==> config.mk <==
export PLATFORM = sky130hd
export DESIGN_NAME = glob_wildcard_matcher
export DESIGN_NICKNAME = d
export VERILOG_FILES = /design/src/hw/rtl/gwm_pkg.sv /design/src/hw/rtl/gwm_ram.sv /design/src/hw/rtl/gwm_cmp.sv /design/src/hw/rtl/gwm_walk.sv /design/src/hw/rtl/glob_wildcard_matcher.sv
export VERILOG_INCLUDE_DIRS = /design/src /design/src/hw/rtl
export SDC_FILE = /design/constraint.sdc
export NUM_CORES = 1
export LEC_CHECK = 0
export BUFFER_PORTS_ARGS = -buffer_cell sky130_fd_sc_hd__buf_2
export CAP_MARGIN = 10
export CORE_ASPECT_RATIO = 1.5
export CORE_MARGIN = 2
export CORE_UTILIZATION = 65
export DETAILED_ROUTE_END_ITERATION = 8
export PLACE_DENSITY = 0.81
export SLEW_MARGIN = 0
export SYNTH_ARGS = -nofsm -noshare
export SYNTH_HDL_FRONTEND = slang
export SYNTH_SLANG_ARGS = --single-unit
==> constraint.sdc <==
create_clock -name clock -period 8.15 [get_ports clock]
set_input_delay 1.63 -clock clock [delete_from_list [all_inputs] [get_ports clock]]
set_output_delay 1.63 -clock clock [all_outputs]
set_load 0.01 [all_outputs]
==> src/hw/rtl/glob_wildcard_matcher_defines.svh <==
// assertion macros used by the matcher top level
`ifndef GLOB_WILDCARD_MATCHER_DEFINES_SVH
`define GLOB_WILDCARD_MATCHER_DEFINES_SVH

// same-cycle implication, off while reset is high
`define GWM_ASSERT_IMPLY(label, clk, rst, ante, cons) \
   label: assert property (@(posedge clk) disable iff (rst) (ante) |-> (cons)) \
      else $error("gwm assertion failed");

// next-cycle implication, off while reset is high
`define GWM_ASSERT_NEXT(label, clk, rst, ante, cons) \
   label: assert property (@(posedge clk) disable iff (rst) (ante) |=> (cons)) \
      else $error("gwm assertion failed");

`endif

==> src/hw/rtl/gwm_pkg.sv <==
package gwm_pkg;

   // default size of the pattern store
   localparam int PATTERN_DEPTH_DEFAULT = 64;
   localparam int CHAR_WIDTH            = 8;

   // operation codes of an input transaction
   typedef enum logic [1:0] {
      OP_APPEND  = 2'd0,
      OP_SUBJECT = 2'd1,
      OP_END     = 2'd2,
      OP_CLEAR   = 2'd3
   } op_type;

   // pattern metacharacters
   localparam logic [7:0] CH_STAR   = 8'h2a;
   localparam logic [7:0] CH_QMARK  = 8'h3f;
   localparam logic [7:0] CH_OPEN   = 8'h5b;
   localparam logic [7:0] CH_CLOSE  = 8'h5d;
   localparam logic [7:0] CH_CARET  = 8'h5e;
   localparam logic [7:0] CH_DASH   = 8'h2d;
   localparam logic [7:0] CH_ESCAPE = 8'h5c;

   typedef struct packed {
      op_type     operation;
      logic [7:0] character;
   } req_type;

   typedef struct packed {
      logic matched;
      logic pattern_overflow;
   } rsp_type;

   // result from the walker to the top level
   typedef struct packed {
      logic    strobe;
      rsp_type data;
   } walk_res_type;

   // classification of the pattern byte just read against the subject byte
   typedef struct packed {
      logic same_data;
      logic same_lo;
      logic in_range;
      logic is_star;
      logic is_qmark;
      logic is_open;
      logic is_close;
      logic is_caret;
      logic is_dash;
      logic is_escape;
   } cmp_type;

   // walker states
   typedef enum logic [3:0] {
      ST_IDLE,
      ST_FIRST,
      ST_ESC,
      ST_STAR,
      ST_WAIT,
      ST_OPEN,
      ST_LO,
      ST_DASH,
      ST_HI,
      ST_VERDICT
   } state_type;

endpackage

==> src/hw/rtl/gwm_ram.sv <==
module gwm_ram #(
   parameter int WIDTH = gwm_pkg::CHAR_WIDTH,
   parameter int DEPTH = gwm_pkg::PATTERN_DEPTH_DEFAULT
) (
   input  logic                     clock,
   input  logic                     wr_en,
   input  logic [$clog2(DEPTH)-1:0] wr_addr,
   input  logic [WIDTH-1:0]         wr_data,
   input  logic [$clog2(DEPTH)-1:0] rd_addr,
   output logic [WIDTH-1:0]         rd_data
);

   logic [WIDTH-1:0] mem_ff [DEPTH];
   logic [WIDTH-1:0] rd_data_ff;

   // single write port
   always_ff @(posedge clock) begin
      if (wr_en) begin
         mem_ff[wr_addr] <= wr_data;
      end
   end

   // registered read port
   always_ff @(posedge clock) begin
      rd_data_ff <= mem_ff[rd_addr];
   end

   assign rd_data = rd_data_ff;

endmodule

==> src/hw/rtl/gwm_cmp.sv <==
module gwm_cmp (
   input  logic            fold,
   input  logic [7:0]      subject_char,
   input  logic [7:0]      pattern_char,
   input  logic [7:0]      range_lo,
   output gwm_pkg::cmp_type flags
);

   logic [7:0] up_subject;
   logic [7:0] low_subject;
   logic [7:0] up_pattern;
   logic [7:0] up_lo;
   logic       plain_in;
   logic       up_in;
   logic       low_in;

   // ascii case folding of the operands
   always_comb begin
      up_subject  = subject_char;
      low_subject = subject_char;
      up_pattern  = pattern_char;
      up_lo       = range_lo;
      if (subject_char >= 8'h61 && subject_char <= 8'h7a) begin
         up_subject = subject_char - 8'd32;
      end
      if (subject_char >= 8'h41 && subject_char <= 8'h5a) begin
         low_subject = subject_char + 8'd32;
      end
      if (pattern_char >= 8'h61 && pattern_char <= 8'h7a) begin
         up_pattern = pattern_char - 8'd32;
      end
      if (range_lo >= 8'h61 && range_lo <= 8'h7a) begin
         up_lo = range_lo - 8'd32;
      end
   end

   // range test, pattern byte is the upper bound
   assign plain_in = (subject_char >= range_lo) && (subject_char <= pattern_char);
   assign up_in    = (up_subject >= range_lo) && (up_subject <= pattern_char);
   assign low_in   = (low_subject >= range_lo) && (low_subject <= pattern_char);

   always_comb begin
      flags.same_data = (up_subject == up_pattern);
      flags.same_lo   = (up_subject == up_lo);
      flags.in_range  = plain_in || (fold && up_in) || (fold && low_in);
      flags.is_star   = (pattern_char == gwm_pkg::CH_STAR);
      flags.is_qmark  = (pattern_char == gwm_pkg::CH_QMARK);
      flags.is_open   = (pattern_char == gwm_pkg::CH_OPEN);
      flags.is_close  = (pattern_char == gwm_pkg::CH_CLOSE);
      flags.is_caret  = (pattern_char == gwm_pkg::CH_CARET);
      flags.is_dash   = (pattern_char == gwm_pkg::CH_DASH);
      flags.is_escape = (pattern_char == gwm_pkg::CH_ESCAPE);
   end

endmodule

==> src/hw/rtl/gwm_walk.sv <==
module gwm_walk #(
   parameter int PATTERN_DEPTH = gwm_pkg::PATTERN_DEPTH_DEFAULT
) (
   input  logic                             clock,
   input  logic                             reset,
   input  logic                             accept,
   input  gwm_pkg::req_type                 req,
   input  logic [$clog2(PATTERN_DEPTH+1)-1:0] pattern_len,
   input  logic                             overflow,
   input  logic                             fold,
   input  logic [7:0]                       rd_data,
   output logic [$clog2(PATTERN_DEPTH)-1:0] rd_addr,
   output logic                             busy,
   output gwm_pkg::walk_res_type            result
);

   localparam int LW = $clog2(PATTERN_DEPTH + 1);
   localparam int AW = $clog2(PATTERN_DEPTH);

   gwm_pkg::state_type state_ff, state_in;
   logic [LW-1:0]      idx_ff, idx_in;
   logic [LW-1:0]      pos_ff, pos_in;
   logic               waiting_ff, waiting_in;
   logic               to_end_ff, to_end_in;
   logic               failed_ff, failed_in;
   logic [7:0]         char_ff, char_in;
   logic [7:0]         lo_ff, lo_in;
   logic               neg_ff, neg_in;
   logic               hit_ff, hit_in;
   logic               members_ff, members_in;
   logic               done_ff, done_in;
   logic               match_ff, match_in;
   logic               ovf_ff, ovf_in;

   logic               in_len;
   logic [LW-1:0]      idx_next;
   logic               fast_end;
   gwm_pkg::cmp_type   flags;

   // compare the byte read from the store against the subject byte
   gwm_cmp u_cmp (
      .fold         (fold),
      .subject_char (char_ff),
      .pattern_char (rd_data),
      .range_lo     (lo_ff),
      .flags        (flags)
   );

   assign in_len   = (idx_ff < pattern_len);
   assign idx_next = idx_ff + LW'(1);
   assign fast_end = failed_ff || overflow || waiting_ff;

   // next state
   always_comb begin
      state_in = state_ff;
      unique case (state_ff)
         gwm_pkg::ST_IDLE: begin
            if (accept) begin
               unique case (req.operation)
                  gwm_pkg::OP_SUBJECT: begin
                     if (failed_ff || to_end_ff) begin
                        state_in = gwm_pkg::ST_IDLE;
                     end else if (waiting_ff) begin
                        state_in = gwm_pkg::ST_WAIT;
                     end else begin
                        state_in = gwm_pkg::ST_FIRST;
                     end
                  end
                  gwm_pkg::OP_END: begin
                     state_in = fast_end ? gwm_pkg::ST_IDLE : gwm_pkg::ST_VERDICT;
                  end
                  gwm_pkg::OP_APPEND,
                  gwm_pkg::OP_CLEAR: begin
                     state_in = gwm_pkg::ST_IDLE;
                  end
               endcase
            end
         end
         gwm_pkg::ST_FIRST: begin
            priority if (!in_len) begin
               state_in = gwm_pkg::ST_IDLE;
            end else if (flags.is_open) begin
               state_in = gwm_pkg::ST_OPEN;
            end else if (flags.is_escape) begin
               state_in = gwm_pkg::ST_ESC;
            end else if (flags.is_star) begin
               state_in = gwm_pkg::ST_STAR;
            end else begin
               state_in = gwm_pkg::ST_IDLE;
            end
         end
         gwm_pkg::ST_STAR: begin
            if (!(in_len && flags.is_star)) begin
               state_in = gwm_pkg::ST_IDLE;
            end
         end
         gwm_pkg::ST_OPEN: begin
            state_in = gwm_pkg::ST_LO;
         end
         gwm_pkg::ST_LO: begin
            if (!in_len || flags.is_close) begin
               state_in = gwm_pkg::ST_IDLE;
            end else begin
               state_in = gwm_pkg::ST_DASH;
            end
         end
         gwm_pkg::ST_DASH: begin
            if (in_len && flags.is_dash) begin
               state_in = gwm_pkg::ST_HI;
            end else begin
               state_in = gwm_pkg::ST_LO;
            end
         end
         gwm_pkg::ST_HI: begin
            if (!in_len || flags.is_close) begin
               state_in = gwm_pkg::ST_IDLE;
            end else begin
               state_in = gwm_pkg::ST_LO;
            end
         end
         gwm_pkg::ST_VERDICT: begin
            if (!in_len || !flags.is_star) begin
               state_in = gwm_pkg::ST_IDLE;
            end
         end
         gwm_pkg::ST_ESC,
         gwm_pkg::ST_WAIT: begin
            state_in = gwm_pkg::ST_IDLE;
         end
      endcase
   end

   // match state and walk registers
   always_comb begin
      idx_in     = idx_ff;
      pos_in     = pos_ff;
      waiting_in = waiting_ff;
      to_end_in  = to_end_ff;
      failed_in  = failed_ff;
      char_in    = char_ff;
      lo_in      = lo_ff;
      neg_in     = neg_ff;
      hit_in     = hit_ff;
      members_in = members_ff;
      done_in    = 1'b0;
      match_in   = match_ff;
      ovf_in     = ovf_ff;
      unique case (state_ff)
         gwm_pkg::ST_IDLE: begin
            if (accept) begin
               unique case (req.operation)
                  gwm_pkg::OP_SUBJECT: begin
                     char_in = req.character;
                     idx_in  = pos_ff;
                  end
                  gwm_pkg::OP_END: begin
                     idx_in = pos_ff;
                     if (fast_end) begin
                        done_in    = 1'b1;
                        match_in   = 1'b0;
                        ovf_in     = overflow;
                        pos_in     = '0;
                        waiting_in = 1'b0;
                        to_end_in  = 1'b0;
                        failed_in  = 1'b0;
                     end
                  end
                  gwm_pkg::OP_CLEAR: begin
                     pos_in     = '0;
                     waiting_in = 1'b0;
                     to_end_in  = 1'b0;
                     failed_in  = 1'b0;
                  end
                  gwm_pkg::OP_APPEND: begin
                     idx_in = pos_ff;
                  end
               endcase
            end
         end
         // first pattern entry at the current position
         gwm_pkg::ST_FIRST: begin
            priority if (!in_len) begin
               failed_in = 1'b1;
            end else if (flags.is_qmark) begin
               pos_in = idx_next;
            end else if (flags.is_open) begin
               idx_in     = idx_next;
               neg_in     = 1'b0;
               hit_in     = 1'b0;
               members_in = 1'b0;
            end else if (flags.is_escape || flags.is_star) begin
               idx_in = idx_next;
            end else if (flags.same_data) begin
               pos_in = idx_next;
            end else begin
               failed_in = 1'b1;
            end
         end
         // escaped literal
         gwm_pkg::ST_ESC: begin
            if (in_len && flags.same_data) begin
               pos_in = idx_next;
            end else begin
               failed_in = 1'b1;
            end
         end
         // skip the star run, then try the first literal after it
         gwm_pkg::ST_STAR: begin
            priority if (in_len && flags.is_star) begin
               idx_in = idx_next;
            end else if (!in_len) begin
               pos_in    = idx_ff;
               to_end_in = 1'b1;
            end else if (flags.same_data) begin
               pos_in = idx_next;
            end else begin
               pos_in     = idx_ff;
               waiting_in = 1'b1;
            end
         end
         // scanning for the literal after a star run
         gwm_pkg::ST_WAIT: begin
            if (in_len && flags.same_data) begin
               pos_in     = idx_next;
               waiting_in = 1'b0;
            end
         end
         // optional negation after the open bracket
         gwm_pkg::ST_OPEN: begin
            if (in_len && flags.is_caret) begin
               neg_in = 1'b1;
               idx_in = idx_next;
            end
         end
         // set member or closing bracket
         gwm_pkg::ST_LO: begin
            priority if (!in_len) begin
               failed_in = 1'b1;
            end else if (flags.is_close) begin
               if (!members_ff || !(hit_ff ^ neg_ff)) begin
                  failed_in = 1'b1;
               end else begin
                  pos_in = idx_next;
               end
            end else begin
               members_in = 1'b1;
               lo_in      = rd_data;
               idx_in     = idx_next;
            end
         end
         // range dash or single member
         gwm_pkg::ST_DASH: begin
            if (in_len && flags.is_dash) begin
               idx_in = idx_next;
            end else if (flags.same_lo) begin
               hit_in = 1'b1;
            end
         end
         // range upper bound
         gwm_pkg::ST_HI: begin
            if (!in_len || flags.is_close) begin
               failed_in = 1'b1;
            end else begin
               if (flags.in_range) begin
                  hit_in = 1'b1;
               end
               idx_in = idx_next;
            end
         end
         // remaining pattern must be all stars
         gwm_pkg::ST_VERDICT: begin
            if (!in_len || !flags.is_star) begin
               done_in    = 1'b1;
               match_in   = !in_len;
               ovf_in     = overflow;
               pos_in     = '0;
               waiting_in = 1'b0;
               to_end_in  = 1'b0;
               failed_in  = 1'b0;
            end else begin
               idx_in = idx_next;
            end
         end
      endcase
   end

   // control registers
   always_ff @(posedge clock) begin
      if (reset) begin
         state_ff   <= gwm_pkg::ST_IDLE;
         pos_ff     <= '0;
         waiting_ff <= 1'b0;
         to_end_ff  <= 1'b0;
         failed_ff  <= 1'b0;
         done_ff    <= 1'b0;
      end else begin
         state_ff   <= state_in;
         pos_ff     <= pos_in;
         waiting_ff <= waiting_in;
         to_end_ff  <= to_end_in;
         failed_ff  <= failed_in;
         done_ff    <= done_in;
      end
   end

   // payload registers
   always_ff @(posedge clock) begin
      idx_ff     <= idx_in;
      char_ff    <= char_in;
      lo_ff      <= lo_in;
      neg_ff     <= neg_in;
      hit_ff     <= hit_in;
      members_ff <= members_in;
      match_ff   <= match_in;
      ovf_ff     <= ovf_in;
   end

   // outputs
   always_comb begin
      busy                         = (state_ff != gwm_pkg::ST_IDLE);
      rd_addr                      = idx_in[AW-1:0];
      result.strobe                = done_ff;
      result.data.matched          = match_ff;
      result.data.pattern_overflow = ovf_ff;
   end

endmodule

==> src/hw/rtl/glob_wildcard_matcher.sv <==
// glob wildcard matcher
// transactions enter on start/req_data and are taken when start is high and
// busy is low. req_data.operation appends a pattern byte, feeds a subject
// byte, ends the subject or clears the pattern.
// append and clear never raise busy.
// a subject byte holds busy while the walker reads the pattern entries it
// examines: a plain literal or '?', each star of a run or an escape and its
// literal, and the members and ranges of a bracket set; a byte after a
// failure or after a trailing star run does not raise busy.
// end of subject strobes rsp_strobe with rsp_data in the cycle after it is
// taken when the match already failed, a star run still waits for its
// literal or the pattern overflowed; otherwise the walker first reads the
// remaining pattern entries to check that they are all stars.
// the store has a single registered read port that yields one entry per cycle.
// the result is shown for one cycle only; the receiver cannot stall it.
// reset empties the pattern, clears the match state and sets case_fold;
// the store contents need no clearing. csr_write loads case_fold at once.
module glob_wildcard_matcher #(
   parameter int PATTERN_DEPTH = gwm_pkg::PATTERN_DEPTH_DEFAULT
) (
   input  logic             clock,
   input  logic             reset,
   input  logic             start,
   output logic             busy,
   input  gwm_pkg::req_type req_data,
   output logic             rsp_strobe,
   output gwm_pkg::rsp_type rsp_data,
   input  logic             csr_write,
   input  logic             csr_wdata
);

`include "glob_wildcard_matcher_defines.svh"

   localparam int LW = $clog2(PATTERN_DEPTH + 1);
   localparam int AW = $clog2(PATTERN_DEPTH);

   logic                  fold_ff, fold_in;
   logic [LW-1:0]         len_ff, len_in;
   logic                  overflow_ff, overflow_in;
   logic                  accept;
   logic                  end_taken;
   logic                  store_full;
   logic                  wr_en;
   logic [AW-1:0]         rd_addr;
   logic [7:0]            rd_data;
   gwm_pkg::walk_res_type result;

   assign accept     = start && !busy;
   assign end_taken  = accept && (req_data.operation == gwm_pkg::OP_END);
   assign store_full = (len_ff == LW'(PATTERN_DEPTH));
   assign wr_en      = accept && (req_data.operation == gwm_pkg::OP_APPEND) && !store_full;

   // pattern length, overflow and case fold register
   always_comb begin
      len_in      = len_ff;
      overflow_in = overflow_ff;
      fold_in     = fold_ff;
      if (csr_write) begin
         fold_in = csr_wdata;
      end
      if (accept && req_data.operation == gwm_pkg::OP_APPEND) begin
         if (store_full) begin
            overflow_in = 1'b1;
         end else begin
            len_in = len_ff + LW'(1);
         end
      end else if (accept && req_data.operation == gwm_pkg::OP_CLEAR) begin
         len_in      = '0;
         overflow_in = 1'b0;
      end
   end

   always_ff @(posedge clock) begin
      if (reset) begin
         fold_ff     <= 1'b1;
         len_ff      <= '0;
         overflow_ff <= 1'b0;
      end else begin
         fold_ff     <= fold_in;
         len_ff      <= len_in;
         overflow_ff <= overflow_in;
      end
   end

   // pattern store
   gwm_ram #(
      .WIDTH (gwm_pkg::CHAR_WIDTH),
      .DEPTH (PATTERN_DEPTH)
   ) u_store (
      .clock   (clock),
      .wr_en   (wr_en),
      .wr_addr (len_ff[AW-1:0]),
      .wr_data (req_data.character),
      .rd_addr (rd_addr),
      .rd_data (rd_data)
   );

   // match sequencer
   gwm_walk #(
      .PATTERN_DEPTH (PATTERN_DEPTH)
   ) u_walk (
      .clock       (clock),
      .reset       (reset),
      .accept      (accept),
      .req         (req_data),
      .pattern_len (len_ff),
      .overflow    (overflow_ff),
      .fold        (fold_ff),
      .rd_data     (rd_data),
      .rd_addr     (rd_addr),
      .busy        (busy),
      .result      (result)
   );

   assign rsp_strobe = result.strobe;
   assign rsp_data   = result.data;

   // a result follows a taken end transaction or a busy walk
   `GWM_ASSERT_IMPLY(a_rsp_cause, clock, reset, rsp_strobe, $past(end_taken) || $past(busy))
   // the walker is idle whenever it shows a result
   `GWM_ASSERT_IMPLY(a_rsp_idle, clock, reset, rsp_strobe, !busy)
   // overflow is only flagged once the store is full
   `GWM_ASSERT_IMPLY(a_ovf_full, clock, reset, overflow_ff, len_ff == LW'(PATTERN_DEPTH))
   // a taken append grows the length unless the store was full
   `GWM_ASSERT_NEXT(a_len_grow, clock, reset, wr_en, len_ff == $past(len_ff) + LW'(1))

endmodule

==> results.py, run 1 <==
metrics = {
    "clock_network": {
        "clkSinkCount": 572,
        "clock_latency_ps": 590,
        "max-clock-path-buffers": 3,
        "cts_hold_buf": 0,
        "cts_setup_buffers": 0,
        "h-tree-depth": 2,
        "clockRootBuffer": "clkbuf_16",
        "cts-resized-gates": 0,
        "path_clk_slew_ps": 70,
        "cts_tree": "done",
        "numCtsBuffers": 50,
    },
    "power_and_ir_drop": {
        "p_seq_share_pct": 44.3,
        "p_sw_mw": 2.40,
        "p_comb_share_pct": 24.7,
        "p_total_mw": 7.59,
        "p_per_area_nw_per_um2": 281,
        "clkPwrFrac_pct": 31.0,
        "p_int_mw": 5.19,
        "sw_frac_of_total_pct": 31.6,
        "ir_worst_vdd_mv": 0.226,
        "p_leak_nw": 8.83,
    },
    "timing": {
        "skew_ps": 25.5,
        "tns_ps": 0,
        "min_period_over_period_pct": 74.3,
        "report.final.setup_viol": 0,
        "fin_ws_ps": 2100,
        "finalHoldViolCount": 0,
        "relSlewSlack_pct": 17.5,
        "fmax_mhz": 165,
        "rsz0062_at_grt": "no",
        "worst_slew_pin_slew_ps": 1230,
        "whs_ps": 515,
        "drv_slew": 0,
        "layout_min_cycle_time_ps": 6050,
    },
    "die": {
        "die_y_um": 244,
        "ios": 19,
        "fp.dieArea_um2": 40100,
        "coreArea_um2": 38200,
        "die_w_um": 164,
        "start_util_pct": 65.5,
        "fp-row-count": 88,
    },
    "grt": {
        "antenna_found_initial": 0,
        "grt_usage_pct": 32.0,
        "met1_usage_pct": 39.1,
        "grt_pass1_vias": 15900,
        "grt_max_degree": 193,
        "grt_busiest_layer": "met2",
        "grt_pass1_wl_mm": 95.8,
        "grt_overflow": 0,
        "grt_use_met3_pct": 5.50,
        "grt_util_met2_pct": 54.0,
    },
    "synth": {
        "ys_ff_latch": 572,
        "synth_cell_types": 78,
        "synth_most_common_cell": "edfxtp_1",
        "synth_nets": 1924,
        "yosysWarnings": 0,
        "dominantRegCellSynth": "edfxtp_1",
        "synth_top_area_cell": "edfxtp_1",
        "synth_top_area_share_pct": 64.1,
        "netlist_top_cells_count": "534 x edfxtp_1, 135 x a211oi_1, 135 x and3_1, 109 x nor2_1, 101 x nand2_1",
        "ys_seq_area_share_pct": 67.1,
        "synth-edff-count": 534,
        "netlist_area_um2": 25000,
        "syn_avg_cell_area_um2": 13.4,
        "synth_area_leaders": "edfxtp_1 64%, a211oi_1 4.1%, and3_1 3.4%",
        "async_flop_share_pct": 0,
        "synthCells": 1867,
    },
    "setup_path": {
        "path_class": "reg -> reg",
        "path_cells": "clkinv_1, ha_1, a21o_1, a221o_1, a21oi_1, a31oi_1, or3_1, a21oi_4, buf_4, inv_4, buf_12, a211oi_1, nor4_1, nor4_1, nor4_1",
        "regToRegStartpoint": "len_ff[4]$_SDFFE_PP0P_",
        "r2r_end": "u_store.rd_data[2]$_DFF_P_",
        "cp.required_ps": 8550,
        "worstSetupEndpoint": "u_store.rd_data[2]$_DFF_P_",
        "slowest_delay_ps": 890,
        "r2r_cells": 15,
        "cp-startpoint": "len_ff[4]$_SDFFE_PP0P_",
        "crit_arrival_ps": 6450,
        "cp_slowest_cell": "nor4_1",
        "ff2ff_setup_slack_ps": 2100,
        "cpMostUsedCell": "nor4_1",
        "cp-start-kind": "flop",
        "end_kind": "flop",
        "crit_path_max_fanout": 120,
    },
    "layout": {
        "layout-drive-gt1-share_pct": 7.98,
        "nNetsFinal": 1883,
        "area_delta_synth_final_pct": 8.17,
        "n_antenna_cell": 0,
    },
    "min_path": {
        "worst_hold_path_type": "reg -> reg",
    },
    "placement": {
        "place.gp.congestion": 0.922,
        "io_buffers": 18,
        "dp_hpwl_mm": 38.7,
        "place_ws_ps": 2270,
    },
    "detailed_routing": {
        "ant_nets": 0,
        "wl_per_cell_um": 26.9,
        "vias": 16500,
        "drt_wl_total_mm": 63.6,
        "drtIter0Drc": 2210,
        "route.detailed.drc": 0,
        "first_pass_iters": 6,
        "vias_per_cell": 7.00,
    },
    "job": {
        "drv_cap": 0,
    },
    "outcome": {
        "status": "completed",
    },
}
==> how the worst min path moves through the flow <==
| stage | startpoint | end | slack, ps | cells past startpoint |
|---|---|---|---|---|
| 3_5_place_dp | u_walk.pos_ff[1]$_SDFFE_PP0P_ | u_walk.pos_ff[1]$_SDFFE_PP0P_ | 510 | 2 |
| 6_report | u_walk.pos_ff[1]$_SDFFE_PP0P_ | u_walk.pos_ff[1]$_SDFFE_PP0P_ | 520 | 2 |
| 5_1_grt | u_walk.pos_ff[1]$_SDFFE_PP0P_ | u_walk.pos_ff[1]$_SDFFE_PP0P_ | 520 | 2 |
| 2_1_floorplan | u_store.rd_data[4]$_DFF_P_ | u_walk.lo_ff[4]$_DFFE_PP_ | 400 | 0 |
| 4_1_cts | u_walk.pos_ff[1]$_SDFFE_PP0P_ | u_walk.pos_ff[1]$_SDFFE_PP0P_ | 520 | 2 |
| 3_3_place_gp | u_walk.pos_ff[1]$_SDFFE_PP0P_ | u_walk.pos_ff[1]$_SDFFE_PP0P_ | 500 | 2 |
==> power by group through the flow <==
| stage | clock network, mW | registers (mW) | logic (mW) |
|---|---|---|---|
| floorplan | 0 | 3.36 | 1.39 |
| global placement | 0 | 3.42 | 1.77 |
| detailed placement | 0 | 3.42 | 1.83 |
| CTS | 2.35 | 3.36 | 1.85 |
| global route | 2.46 | 3.37 | 2.01 |
| finish | 2.35 | 3.36 | 1.87 |
==> metal layers <==
layer | vias up | part of all wire, %
li1 | 7323 | -
met1 | 8091 | 35
met2 | 929 | 51
met3 | 183 | 8.0
met4 | 0 | 5.8
met5 | - | 0
==> registers in the layout (all words and copies together), names as in the netlist, 4 cells and up <==
signal           cells
u_walk.lo_ff         8
u_walk.state_ff      4
len_ff               7
u_walk.char_ff       8
u_walk.pos_ff        7
u_store.rd_data      8
u_walk.idx_ff        7
u_store.mem_ff     512
==> cells by family (layout without fill, tap and decap cells) <==
group                      Yosys count  count (layout)  share of synthesized area, %
xor gates and xnor gates            20              20                         0.700
buffers and inverters              179             179                          2.94
and+or+nand+nor                    609             609                          12.9
DFF                                572             572                          67.1
AOI/OAI and AO/OA                  378             378                          11.4
muxes                               67              67                          2.77
adders and majority gates           42              42                          2.10
==> final cells by class <==
class | instances | area [um^2]
Fill cell | 2458 | 11100
Clock buffer | 68 | 1370
Tap cell | 495 | 619
Timing Repair Buffer | 41 | 325
Sequential cell | 572 | 16800
Inverter | 45 | 171
Multi-Input combinational cell | 1116 | 7530
Clock inverter | 25 | 243
==> layout by cell type (no fill, tap or decap), types with 24 or more instances in the layout <==
| cell type | n |
|---|---|
| nor4_1 | 81 |
| edfxtp_1 | 534 |
| nand2_1 | 100 |
| nor2_1 | 109 |
| a311oi_1 | 66 |
| dfxtp_1 | 38 |
| mux2i_1 | 49 |
| o21ai_0 | 26 |
| o221ai_1 | 24 |
| ha_1 | 42 |
| and3_1 | 135 |
| clkbuf_16 | 51 |
| a211oi_1 | 135 |
| a21oi_1 | 37 |
| nand3_1 | 95 |
| inv_1 | 42 |
==> worst max-delay path, delay by kind of cell, from the launching register on <==
family                   cells  cell delay [ps]
AO/OA/AOI/OAI                6             2030
adder cells (fa/ha/maj)      1              360
flip-flops                   1              400
AND/OR/NAND/NOR              4             1690
buffers and inverters        4             1290
==> through the flow <==
stage | cell area [um^2] | utilization (%) | std cells
3_3_place_gp | 25400 | 66.6 | 2269
2_1_floorplan | 25000 | - | 1867
5_1_grt | 27100 | 70.8 | 2362
4_1_cts | 27100 | 70.8 | 2362
6_report | 27100 | 70.8 | 2362
3_5_place_dp | 25400 | 66.6 | 2269
Note: power is estimated with default switching activity, not from simulation.
==> inputs of run 2 (changes only) <==
ABC_AREA = 1   (was unset)
CORE_UTILIZATION = 58   (was 65)
PLACE_DENSITY = 0.77   (was 0.81)
clock period = 5.5 ns   (was 8.15 ns; I/O delays follow)
==> results.py, run 2 <==
metrics = {
    "clock_network": {
        "cts-resized-gates": 0,
        "clockRootBuffer": "clkbuf_16",
        "h-tree-depth": 2,
        "clock_latency_ps": 580,
        "cts_tree": "done",
        "path_clk_slew_ps": 70,
        "clkSinkCount": 572,
        "cts_hold_buf": 0,
        "max-clock-path-buffers": 3,
        "numCtsBuffers": 50,
        "cts_setup_buffers": 0,
    },
    "timing": {
        "skew_ps": 16.9,
        "fmax_mhz": 228,
        "finalHoldViolCount": 0,
        "relSlewSlack_pct": 25.8,
        "report.final.setup_viol": 0,
        "rsz0062_at_grt": "no",
        "layout_min_cycle_time_ps": 4390,
        "tns_ps": 0,
        "min_period_over_period_pct": 79.9,
        "worst_slew_pin_slew_ps": 1110,
        "drv_slew": 0,
    },
    "min_path": {
        "hold_start": "u_walk.failed_ff$_SDFFE_PP0P_",
        "worst_hold_path_type": "reg -> reg",
        "hold_depth": 2,
        "worstHoldEndpoint": "u_walk.failed_ff$_SDFFE_PP0P_",
    },
    "detailed_routing": {
        "route.detailed.drc": 0,
        "drtIter0Drc": 2626,
        "wl_per_cell_um": 20.9,
        "first_pass_iters": 7,
        "drt_wl_total_mm": 72.7,
        "ant_nets": 0,
        "vias": 20900,
        "vias_per_cell": 6.02,
    },
    "synth": {
        "synth_cell_types": 49,
        "synthCells": 2892,
        "ys_seq_area_share_pct": 60.5,
        "netlist_area_um2": 27800,
        "syn_avg_cell_area_um2": 9.60,
        "synth_nets": 2949,
        "synth_area_leaders": "edfxtp_1 58%, nand3_1 9.0%, inv_1 7.7%",
        "dominantRegCellSynth": "edfxtp_1",
        "synth_top_area_cell": "edfxtp_1",
        "netlist_top_cells_count": "571 x inv_1, 534 x edfxtp_1, 497 x nand3_1, 450 x nand2_1, 225 x nand4_1",
        "synth_top_area_share_pct": 57.8,
        "ys_ff_latch": 572,
        "synth-edff-count": 534,
        "async_flop_share_pct": 0,
        "yosysWarnings": 0,
        "synth_most_common_cell": "inv_1",
    },
    "die": {
        "start_util_pct": 58.5,
        "coreArea_um2": 47500,
        "fp-row-count": 98,
        "die_y_um": 272,
        "die_w_um": 183,
        "ios": 19,
        "fp.dieArea_um2": 49700,
    },
    "layout": {
        "layout_commonest_cell": "inv_1",
        "layout.cells.most_common_list": "571 x inv_1, 534 x edfxtp_1, 496 x nand3_1",
        "area_delta_synth_final_pct": 7.40,
        "regMostFlops": "u_store.mem_ff",
        "layout-drive-gt1-share_pct": 5.57,
        "nNetsFinal": 2891,
        "n_antenna_cell": 0,
        "fill_cells": 3705,
        "largest_reg_flops": 512,
    },
    "outcome": {
        "status": "completed",
    },
    "grt": {
        "antenna_found_initial": 0,
        "grt_usage_pct": 29.2,
        "grt_overflow": 0,
        "grt_pass1_wl_mm": 112,
        "grt_pass1_vias": 20400,
        "grt_max_degree": 209,
    },
    "setup_path": {
        "r2r_cells": 19,
        "end_kind": "flop",
        "regToRegStartpoint": "len_ff[3]$_SDFFE_PP0P_",
        "r2r_end": "u_store.rd_data[1]$_DFF_P_",
        "cp.required_ps": 5980,
        "cp-start-kind": "flop",
        "crit_path_max_fanout": 47,
        "path_class": "reg -> reg",
        "crit_arrival_ps": 4870,
        "ff2ff_setup_slack_ps": 1110,
    },
    "placement": {
        "place.gp.congestion": 0.949,
        "io_buffers": 18,
        "dp_hpwl_mm": 44.7,
    },
    "job": {
        "drv_cap": 0,
    },
}
==> run 2: logic make-up after synthesis <==
kind of cell	count (synthesis)	synth area share, %
and+or+nand+nor	1367	23.2
buffers and inverters	743	10.8
DFF	572	60.5
AOI/OAI and AO/OA	160	3.37
adders and majority gates	42	1.89
xor gates and xnor gates	8	0.252
==> run 2: metal layers <==
metal	wire length, um	part of all wire (%)	global-route usage [%]	vias up
li1	-	-	-	9654
met5	0	0	0	-
met3	5430	7.5	3.56	277
met1	25600	35	34.0	9880
met2	36700	51	51.5	1096
met4	4950	6.8	18.1	0
==> run 2: worst max-delay path: stages, from the launching register on <==
cell,delay [ps]
dfxtp_1,420
clkinv_1,240
ha_1,260
nand2_1,60
nand2_1,80
a21oi_4,290
nand2_4,130
inv_2,250
nand4_1,230
nand3_1,140
nor2_2,90
o22ai_1,260
nor2_4,50
inv_2,710
buf_4,390
nand3_1,100
nand3_1,170
nand3_1,180
nand3_1,160
nand2_1,60
==> run 2: through the flow <==
step / worst slack [ps] / cells / hold slack, ps / util (%) / cell area (um^2)
after global routing: 797 / 3471 / 504 / 62.8 / 29800
after floorplan: 2540 / 2892 / 430 / - / 27800
final: 1110 / 3471 / 482 / 62.8 / 29800
after detailed placement: 1210 / 3382 / 466 / 59.3 / 28200
after CTS: 1230 / 3471 / 483 / 62.8 / 29800
after global placement: 1290 / 3382 / 463 / 59.3 / 28200
==> run 2: layout make-up <==
class	instances	area [um^2]	area share, %
multi-input combinational	1577	8030	26.9
tap	600	751	2.52
timing repair buffer	51	400	1.34
clock inverter	27	333	1.12
inverter	582	2180	7.33
sequential	572	16800	56.3
clock buffer	62	1330	4.45
==> run 2: worst max path at each step <==
stage / from / endpoint / slack, ps
global route: len_ff[3]$_SDFFE_PP0P_ / u_store.rd_data[0]$_DFF_P_ / 800
global placement: start / u_store.mem_ff[19][3]$_DFFE_PP_ / 1290
finish: len_ff[3]$_SDFFE_PP0P_ / u_store.rd_data[1]$_DFF_P_ / 1110
detailed placement: start / u_store.mem_ff[11][1]$_DFFE_PP_ / 1210
CTS: len_ff[3]$_SDFFE_PP0P_ / u_store.rd_data[0]$_DFF_P_ / 1230
floorplan: start / u_store.mem_ff[0][0]$_DFFE_PP_ / 2540
Power of run 2 is left out: the tool's default activity adds up to more than one toggle a clock period on the data nets, which glitch-free logic cannot reach.
